===== src/rtl/lbe_pkg.sv =====
// shared constants and types for the lagrange basis evaluator
// no dependencies
package lbe_pkg;

  localparam int NodesMaxDef = 16;
  localparam int IdxW        = 4;
  localparam int CntW        = 5;
  localparam int DataW       = 32;

  localparam logic [DataW-1:0] OneQ16  = 32'h0001_0000;
  localparam logic [DataW-1:0] PosLim  = 32'h7FFF_FFFF;
  localparam logic [DataW-1:0] NegLim  = 32'h8000_0000;

  localparam logic [1:0] StatusOk   = 2'd0;
  localparam logic [1:0] StatusSat  = 2'd1;
  localparam logic [1:0] StatusDivZ = 2'd2;

  localparam logic ModeLoad = 1'b0;
  localparam logic ModeEval = 1'b1;

  typedef enum logic [2:0] {
    ST_IDLE,
    ST_SCAN,
    ST_WALK,
    ST_CALC,
    ST_EMIT
  } state_e;

endpackage


===== src/rtl/lbe_node_cell.sv =====
// one node cell of the rotating node ring
// depends on lbe_pkg
module lbe_node_cell (
  input  logic                      clk_i,
  input  logic                      load_i,
  input  logic [lbe_pkg::DataW-1:0] load_val_i,
  input  logic                      shift_i,
  input  logic [lbe_pkg::DataW-1:0] next_i,
  output logic [lbe_pkg::DataW-1:0] node_o
);
  import lbe_pkg::*;

  logic [DataW-1:0] node_q;

  always_ff @(posedge clk_i) begin
    if (load_i) begin
      node_q <= load_val_i;
    end else if (shift_i) begin
      node_q <= next_i;
    end
  end

  assign node_o = node_q;
endmodule


===== src/rtl/lbe_muldiv.sv =====
// multiply then restoring divide, one quotient bit per cycle
// depends on lbe_pkg
module lbe_muldiv (
  input  logic                      clk_i,
  input  logic                      rst_ni,
  input  logic                      start_i,
  input  logic [lbe_pkg::DataW-1:0] mag_i,
  input  logic [lbe_pkg::DataW:0]   nmag_i,
  input  logic [lbe_pkg::DataW:0]   dmag_i,
  output logic                      done_o,
  output logic [63:0]               quo_o
);
  import lbe_pkg::*;

  logic              busy_q;
  logic              done_q;
  logic [5:0]        cnt_q;
  logic [63:0]       quo_q;
  logic [DataW:0]    rem_q;
  logic [DataW:0]    dmag_q;
  logic [DataW+1:0]  rem_sh;
  logic [DataW+1:0]  diff;
  logic [64:0]       prod;

  assign prod   = 65'(mag_i) * 65'(nmag_i);
  assign rem_sh = {rem_q, quo_q[63]};
  assign diff   = rem_sh - {1'b0, dmag_q};

  always_ff @(posedge clk_i or negedge rst_ni) begin
    if (!rst_ni) begin
      busy_q <= 1'b0;
      done_q <= 1'b0;
      cnt_q  <= '0;
    end else begin
      done_q <= 1'b0;
      if (start_i) begin
        busy_q <= 1'b1;
        cnt_q  <= '0;
      end else if (busy_q) begin
        cnt_q <= cnt_q + 6'd1;
        if (cnt_q == 6'd63) begin
          busy_q <= 1'b0;
          done_q <= 1'b1;
        end
      end
    end
  end

  always_ff @(posedge clk_i) begin
    if (start_i) begin
      quo_q  <= prod[63:0];
      rem_q  <= '0;
      dmag_q <= dmag_i;
    end else if (busy_q) begin
      // remainder stays below the divisor, so it fits in 33 bits
      if (!diff[DataW+1]) begin
        rem_q <= diff[DataW:0];
        quo_q <= {quo_q[62:0], 1'b1};
      end else begin
        rem_q <= rem_sh[DataW:0];
        quo_q <= {quo_q[62:0], 1'b0};
      end
    end
  end

  assign done_o = done_q;
  assign quo_o  = quo_q;
endmodule


===== src/rtl/lagrange_basis_evaluator.sv =====
// lagrange basis evaluator top level: node ring, sequencer, output register
// depends on lbe_pkg, lbe_node_cell, lbe_muldiv
//
//  channel | signals                                   | direction
//  in      | in_valid_i, in_stall_o, mode/index/value/point | item in
//  out     | out_valid_o, out_stall_i, basis fields    | item out
//  cfg     | cfg_valid_i, cfg_ready_o, node_count_i    | register write
//
// an evaluate item runs, for each basis, a scan pass over the ring and then a
// walk pass in which each factor starts the 64-step divider and waits for its
// quotient, so the ring rotates fully twice per basis
// a load item is written into its node cell when accepted; nothing after reset needs a clearing pass
// the output register lets a basis value wait under stall while the next
// one is worked out; the sequencer only holds when a second value is ready
module lagrange_basis_evaluator #(
  parameter int NODES_MAX = lbe_pkg::NodesMaxDef
) (
  input  logic                      clk_i,
  input  logic                      rst_ni,
  input  logic                      cfg_valid_i,
  output logic                      cfg_ready_o,
  input  logic [lbe_pkg::CntW-1:0]  node_count_i,
  input  logic                      in_valid_i,
  output logic                      in_stall_o,
  input  logic                      mode_i,
  input  logic [lbe_pkg::IdxW-1:0]  node_index_i,
  input  logic signed [lbe_pkg::DataW-1:0] node_value_i,
  input  logic signed [lbe_pkg::DataW-1:0] point_i,
  output logic                      out_valid_o,
  input  logic                      out_stall_i,
  output logic [lbe_pkg::IdxW-1:0]  basis_index_o,
  output logic signed [lbe_pkg::DataW-1:0] basis_value_o,
  output logic                      last_o,
  output logic [1:0]                status_o
);
  import lbe_pkg::*;

  localparam int KW  = (NODES_MAX > 1) ? $clog2(NODES_MAX) : 1;
  localparam int Lim = (NODES_MAX < 16) ? NODES_MAX : 16;
  localparam logic [KW-1:0]   KLast = KW'(NODES_MAX - 1);
  localparam logic [CntW-1:0] LimC  = CntW'(Lim);

  state_e            state_q, state_d;
  logic [CntW-1:0]   cnt_q;
  logic [CntW-1:0]   n_q, n_d;
  logic [KW-1:0]     k_q, k_d;
  logic [IdxW-1:0]   i_q, i_d;
  logic [DataW-1:0]  x_q, x_d;
  logic [DataW-1:0]  xi_q, xi_d;
  logic [DataW-1:0]  mag_q, mag_d;
  logic              neg_q, neg_d, sat_q, sat_d, dz_q, dz_d;
  logic              nneg_q, nneg_d, dneg_q, dneg_d;
  logic              ov_q, ov_d;
  logic [IdxW-1:0]   oidx_q, oidx_d;
  logic [DataW-1:0]  oval_q, oval_d;
  logic              olast_q, olast_d;
  logic [1:0]        ostat_q, ostat_d;

  logic              shift;
  logic              md_start;
  logic              md_done;
  logic [63:0]       md_quo;
  logic [DataW-1:0]  ring [NODES_MAX];
  logic [DataW-1:0]  head;
  logic [DataW:0]    num, den, nmag, dmag;
  logic [CntW-1:0]   n_eff;
  logic [7:0]        k8, i8, n8;
  logic              in_acc, out_free;
  logic              q_neg;
  logic [DataW-1:0]  q_lim;
  logic              q_sat;

  // ring of node cells, cell 0 is the head
  for (genvar g = 0; g < NODES_MAX; g++) begin : g_cell
    logic ld;
    assign ld = in_acc && (mode_i == ModeLoad) && ({4'b0, node_index_i} == 8'(g));
    lbe_node_cell u_cell (
      .clk_i      (clk_i),
      .load_i     (ld),
      .load_val_i (node_value_i),
      .shift_i    (shift),
      .next_i     (ring[(g + 1) % NODES_MAX]),
      .node_o     (ring[g])
    );
  end

  assign head = ring[0];
  assign num  = {x_q[DataW-1], x_q} - {head[DataW-1], head};
  assign den  = {xi_q[DataW-1], xi_q} - {head[DataW-1], head};
  assign nmag = num[DataW] ? (DataW+1)'(-num) : num;
  assign dmag = den[DataW] ? (DataW+1)'(-den) : den;

  lbe_muldiv u_muldiv (
    .clk_i   (clk_i),
    .rst_ni  (rst_ni),
    .start_i (md_start),
    .mag_i   (mag_q),
    .nmag_i  (nmag),
    .dmag_i  (dmag),
    .done_o  (md_done),
    .quo_o   (md_quo)
  );

  assign n_eff = (cnt_q == '0) ? CntW'(1) : ((cnt_q > LimC) ? LimC : cnt_q);
  assign k8 = 8'(k_q);
  assign i8 = {4'b0, i_q};
  assign n8 = {3'b0, n_q};

  assign in_stall_o  = (state_q != ST_IDLE);
  assign in_acc      = in_valid_i && !in_stall_o;
  assign cfg_ready_o = 1'b1;
  assign out_free    = !ov_q || !out_stall_i;

  // sign and saturation of a finished quotient
  assign q_neg = (md_quo != 64'd0) && (neg_q ^ nneg_q ^ dneg_q);
  assign q_lim = q_neg ? NegLim : PosLim;
  assign q_sat = md_quo > {32'b0, q_lim};

  always_comb begin
    state_d  = state_q;
    n_d      = n_q;
    k_d      = k_q;
    i_d      = i_q;
    x_d      = x_q;
    xi_d     = xi_q;
    mag_d    = mag_q;
    neg_d    = neg_q;
    sat_d    = sat_q;
    dz_d     = dz_q;
    nneg_d   = nneg_q;
    dneg_d   = dneg_q;
    ov_d     = ov_q && out_stall_i;
    oidx_d   = oidx_q;
    oval_d   = oval_q;
    olast_d  = olast_q;
    ostat_d  = ostat_q;
    shift    = 1'b0;
    md_start = 1'b0;

    case (state_q)
      ST_IDLE: begin
        if (in_acc && (mode_i == ModeEval)) begin
          x_d     = point_i;
          n_d     = n_eff;
          i_d     = '0;
          k_d     = '0;
          mag_d   = OneQ16;
          neg_d   = 1'b0;
          sat_d   = 1'b0;
          dz_d    = 1'b0;
          state_d = ST_SCAN;
        end
      end
      ST_SCAN: begin
        if (k8 == i8) begin
          xi_d = head;
        end
        shift = 1'b1;
        if (k_q == KLast) begin
          k_d     = '0;
          state_d = ST_WALK;
        end else begin
          k_d = k_q + KW'(1);
        end
      end
      ST_WALK: begin
        if ((k8 < n8) && (k8 != i8) && !dz_q && (den != '0)) begin
          md_start = 1'b1;
          nneg_d   = num[DataW];
          dneg_d   = den[DataW];
          state_d  = ST_CALC;
        end else begin
          if ((k8 < n8) && (k8 != i8) && (den == '0)) begin
            dz_d = 1'b1;
          end
          shift = 1'b1;
          if (k_q == KLast) begin
            k_d     = '0;
            state_d = ST_EMIT;
          end else begin
            k_d = k_q + KW'(1);
          end
        end
      end
      ST_CALC: begin
        if (md_done) begin
          neg_d = q_neg;
          if (q_sat) begin
            mag_d = q_lim;
            sat_d = 1'b1;
          end else begin
            mag_d = md_quo[DataW-1:0];
          end
          shift = 1'b1;
          if (k_q == KLast) begin
            k_d     = '0;
            state_d = ST_EMIT;
          end else begin
            k_d     = k_q + KW'(1);
            state_d = ST_WALK;
          end
        end
      end
      ST_EMIT: begin
        if (out_free) begin
          ov_d    = 1'b1;
          oidx_d  = i_q;
          olast_d = (i8 + 8'd1) == n8;
          if (dz_q) begin
            oval_d  = '0;
            ostat_d = StatusDivZ;
          end else begin
            oval_d  = neg_q ? DataW'(-mag_q) : mag_q;
            ostat_d = sat_q ? StatusSat : StatusOk;
          end
          if ((i8 + 8'd1) == n8) begin
            state_d = ST_IDLE;
          end else begin
            i_d     = i_q + IdxW'(1);
            mag_d   = OneQ16;
            neg_d   = 1'b0;
            sat_d   = 1'b0;
            dz_d    = 1'b0;
            state_d = ST_SCAN;
          end
        end
      end
      default: begin
        state_d = ST_IDLE;
      end
    endcase
  end

  always_ff @(posedge clk_i or negedge rst_ni) begin
    if (!rst_ni) begin
      state_q <= ST_IDLE;
      cnt_q   <= CntW'(1);
      k_q     <= '0;
      i_q     <= '0;
      ov_q    <= 1'b0;
    end else begin
      state_q <= state_d;
      k_q     <= k_d;
      i_q     <= i_d;
      ov_q    <= ov_d;
      if (cfg_valid_i && cfg_ready_o) begin
        cnt_q <= node_count_i;
      end
    end
  end

  always_ff @(posedge clk_i) begin
    n_q     <= n_d;
    x_q     <= x_d;
    xi_q    <= xi_d;
    mag_q   <= mag_d;
    neg_q   <= neg_d;
    sat_q   <= sat_d;
    dz_q    <= dz_d;
    nneg_q  <= nneg_d;
    dneg_q  <= dneg_d;
    oidx_q  <= oidx_d;
    oval_q  <= oval_d;
    olast_q <= olast_d;
    ostat_q <= ostat_d;
  end

  assign out_valid_o   = ov_q;
  assign basis_index_o = oidx_q;
  assign basis_value_o = oval_q;
  assign last_o        = olast_q;
  assign status_o      = ostat_q;
endmodule


===== config.mk =====
export PLATFORM = sky130hd
export DESIGN_NAME = lagrange_basis_evaluator
export DESIGN_NICKNAME = d
export VERILOG_FILES = /design/src/rtl/lbe_pkg.sv /design/src/rtl/lbe_node_cell.sv /design/src/rtl/lbe_muldiv.sv /design/src/rtl/lagrange_basis_evaluator.sv
export SDC_FILE = /design/constraint.sdc
export NUM_CORES = 2
export LEC_CHECK = 0
export BUFFER_PORTS_ARGS = -buffer_cell sky130_fd_sc_hd__buf_2
export CAP_MARGIN = 20
export CORE_ASPECT_RATIO = 1.75
export CORE_MARGIN = 4
export CORE_UTILIZATION = 35
export DETAILED_ROUTE_END_ITERATION = 12
export PLACE_DENSITY = 0.6
export SETUP_SLACK_MARGIN = 0.3
export SLEW_MARGIN = 20
export SYNTH_ARGS = -nofsm -noshare
export SYNTH_HDL_FRONTEND = slang
export SYNTH_HIERARCHICAL = 1
export SYNTH_SLANG_ARGS = --single-unit

===== constraint.sdc =====
create_clock -name clk_i -period 16.2 [get_ports clk_i]
set_clock_uncertainty 0.05 [all_clocks]
set_input_delay 1.62 -clock clk_i [delete_from_list [all_inputs] [get_ports clk_i]]
set_output_delay 1.62 -clock clk_i [all_outputs]
set_load 0.02 [all_outputs]

==> run summary <==
status: finished clean
DIE WIDTH: 365 µm
Die Area: 231000 µm²
vias per inst: 5.16
final hold vios: 0
H-tree depth: 3
Slew Limit Fails: 0
count of different cell masters after synthesis: 105
Total Routing Usage GR: 18.5%
Seq/Total Area, Yosys: 30.7%
Max Cap Viol: 0
Post-CTS Repair Setup Buffers: 0
drt total wl: 214000 µm
Ys Warns: 6
CP peak stage delay: 0.97 ns
top cell type's share of synthesized area: 29.0%
Initial DRT Pass Iterations: 5
antenna-violating nets left: 0
multi-input logic area: 48200 µm²
mapped cell area: 77900 µm²
Most Frequent Cell on Critical Path: fa_1
Num CTS Buffers: 83
buffers and inverters on the worst path: 6
GP Congestion: 0.925
Hold Path Class: reg -> reg
largest cells by area after synthesis: edfxtp_1 (29%), fa_1 (24%), mux2_4 (8.9%), ha_1 (6.4%), inv_1 (5.0%)
core area: 221000 µm²
Gates resized, CTS repair: 0
RSZ-0062 raised after global routing: false
# nets final: 8253
setup slack after layout: 2.55 ns
CP Max Fanout: 9
clock sink count: 812
IO Port Bufs: 119
WP data required: 16.52 ns
Synth Area per Inst: 11.3 µm²
row count: 228
DRT iter0 DRCs: 2820
Initial Util: 35.3%
worst-skew pair later-pin latency: 0.71 ns
clock root cell: clkbuf_16
fmax: 73.3 MHz
routed len/inst: 21.8 µm
number of flops mapped to enable cells by yosys: 754
Most used DFF post-synth: edfxtp_1
# DRC: 0
Yosys reg bits: 812
largest net degree at the start of global routing: 102
Crit Path Class: reg -> reg
Worst-path clk slew: 0.06 ns
Setup WS pre-CTS: 2.77 ns
cell with the largest stage delay on the worst path: a2111oi_0
hpwl dp: 163000 µm
Setup TNS: 0 ns
nature of the critical path endpoint: register
Die Height: 632 µm
hold buffer count at CTS: 0
ys async rst share: 3.08%
# IOs: 121
final count of negative-setup-slack endpoints: 0
Slew @ Worst Pin: 1.20 ns
Area growth, synth to finish: 7.99%
Vias: 50600
TritonCTS clock tree: done
proportion of layout cells with a drive suffix above 1: 15.2%
fin crit share: 84.2%
Startpoint Class: register
Crit path max-delay family: adder cells
Clock Tree Buf Depth: 3
Worst Path Arrival: 13.97 ns
initial antenna violation count: 12
Max-slew headroom: 18.2%
fillers: 21300
crit path time final: 13.65 ns
first-pass GRT wire length: 328000 µm
synthesized instance count: 6875
number of global-route vias before repair: 55600
syn nets: 8280
gr ovfl total: 0
area leader, netlist: edfxtp_1
Sequential Area: 23900 µm²
## Yosys cell counts, types with 29 or more instances
cell type	count
inv_1	1043
fa_1	928
edfxtp_1	754
nand2_1	720
and2_1	496
mux2_4	464
ha_1	398
clkbuf_1	277
nor2_1	218
a21oi_1	184
xnor2_1	143
a21o_1	118
o21ai_0	115
mux2_2	103
xor2_1	93
nand3_1	51
buf_12	48
a211oi_1	47
nand4_1	44
nor3_1	40
mux2i_1	36
dfxtp_1	33
o21a_1	31
o21bai_1	31
nor4_1	30
or3_1	29
## stage by stage
| stage | hold WS [ns] | instance area, µm² | cells | utilization [%] |
|---|---|---|---|---|
| floorplan | 0.373 | 77900 | 6875 | - |
| global placement | 0.415 | 81200 | 9638 | 36.7 |
| detailed placement | 0.414 | 81200 | 9638 | 36.7 |
| CTS | 0.428 | 84200 | 9792 | 38.1 |
| global route | 0.452 | 84200 | 9801 | 38.1 |
| finish | 0.430 | 84200 | 9803 | 38.1 |
## worst paths after layout
| path | slack, ns | endpoint | from | depth (start not counted) |
|---|---|---|---|---|
| min in group asynchronous | 0.92 | i_q[0] | rst_ni | 1 |
| worst min-delay path | 0.43 | xi_q[4] | g_cell[0].u_cell/node_o[4] | 0 |
| worst max register to register | 2.55 | u_muldiv/quo_o[59] | g_cell[0].u_cell/node_o[0] | 39 |
| worst min register to register | 0.43 | xi_q[4] | g_cell[0].u_cell/node_o[4] | 0 |
| max in group asynchronous | 14.73 | u_muldiv/busy_q | rst_ni | 1 |
| worst max-delay path | 2.55 | u_muldiv/quo_o[59] | g_cell[0].u_cell/node_o[0] | 39 |
## cell usage in the layout (no fill, tap or decap), types with 16 or more instances in the layout
| cell type | count |
|---|---|
| nand3_1 | 51 |
| a31oi_1 | 24 |
| mux2_2 | 103 |
| clkinv_2 | 18 |
| xnor2_1 | 121 |
| mux2i_1 | 36 |
| nor2b_1 | 21 |
| nand2b_1 | 22 |
| a21o_1 | 118 |
| nand4_1 | 44 |
| o21bai_1 | 31 |
| edfxtp_1 | 754 |
| nor2_1 | 204 |
| or3_1 | 29 |
| a211oi_1 | 47 |
| o211ai_1 | 21 |
| o31ai_1 | 25 |
| nor4_1 | 30 |
| nor3_1 | 34 |
| and2_1 | 496 |
| inv_1 | 1042 |
| dfrtp_1 | 23 |
| o21ai_0 | 113 |
| and3_1 | 19 |
| buf_4 | 122 |
| xor2_1 | 85 |
| mux2_4 | 464 |
| clkinv_1 | 16 |
| nand2_1 | 720 |
| buf_2 | 119 |
| o21a_1 | 31 |
| ha_1 | 398 |
| xnor2_2 | 22 |
| a21oi_1 | 181 |
| fa_1 | 928 |
| clkbuf_16 | 83 |
| dfxtp_1 | 33 |
| or2_1 | 16 |
## flip-flops by register name, summed over array words and instances, names as in the netlist, 2 cells and up
| register | count |
|---|---|
| u_muldiv/cnt_q | 6 |
| i_q | 4 |
| x_q | 32 |
| cnt_q | 5 |
| k_q | 4 |
| state_q | 3 |
| xi_q | 32 |
| status_o | 2 |
| n_q | 5 |
| basis_index_o | 4 |
| u_muldiv/rem_q | 33 |
| basis_value_o | 32 |
| g_cell.u_cell/node_o | 512 |
| mag_q | 32 |
| u_muldiv/dmag_q | 33 |
| u_muldiv/quo_o | 64 |
## layer usage
metal	up-vias	global-route usage, %	share of wire, %
met5	-	0	0.023
met4	8	9.57	5.8
met3	544	2.89	4.6
met2	1393	34.7	53
met1	26100	19.9	36
li1	22500	-	-
## layout make-up
class	count	share of cell area [%]
Timing Repair Buffer	242	1.82
Antenna cell	11	0.0327
Tap cell	2875	4.27
Clock buffer	88	2.49
Multi-Input combinational cell	4666	57.3
Clock inverter	66	1.01
Sequential cell	812	28.4
Inverter	1043	4.65
## cells by family (layout without fill, tap and decap cells)
logic type / count (synthesis) / count (layout) / synth area share [%]
compound gates: 728 / 728 / 6.37
xor+xnor: 237 / 237 / 2.69
fa+ha+maj: 1326 / 1326 / 30.2
buf+inv: 1397 / 1439 / 7.92
flops: 812 / 812 / 30.7
mux: 605 / 605 / 10.9
other cells: 1 / 12 / 0.00481
simple gates: 1769 / 1769 / 11.2
Power is left out: the tool's default activity adds up to more than one toggle a clock period on the data nets, which glitch-free logic cannot reach.
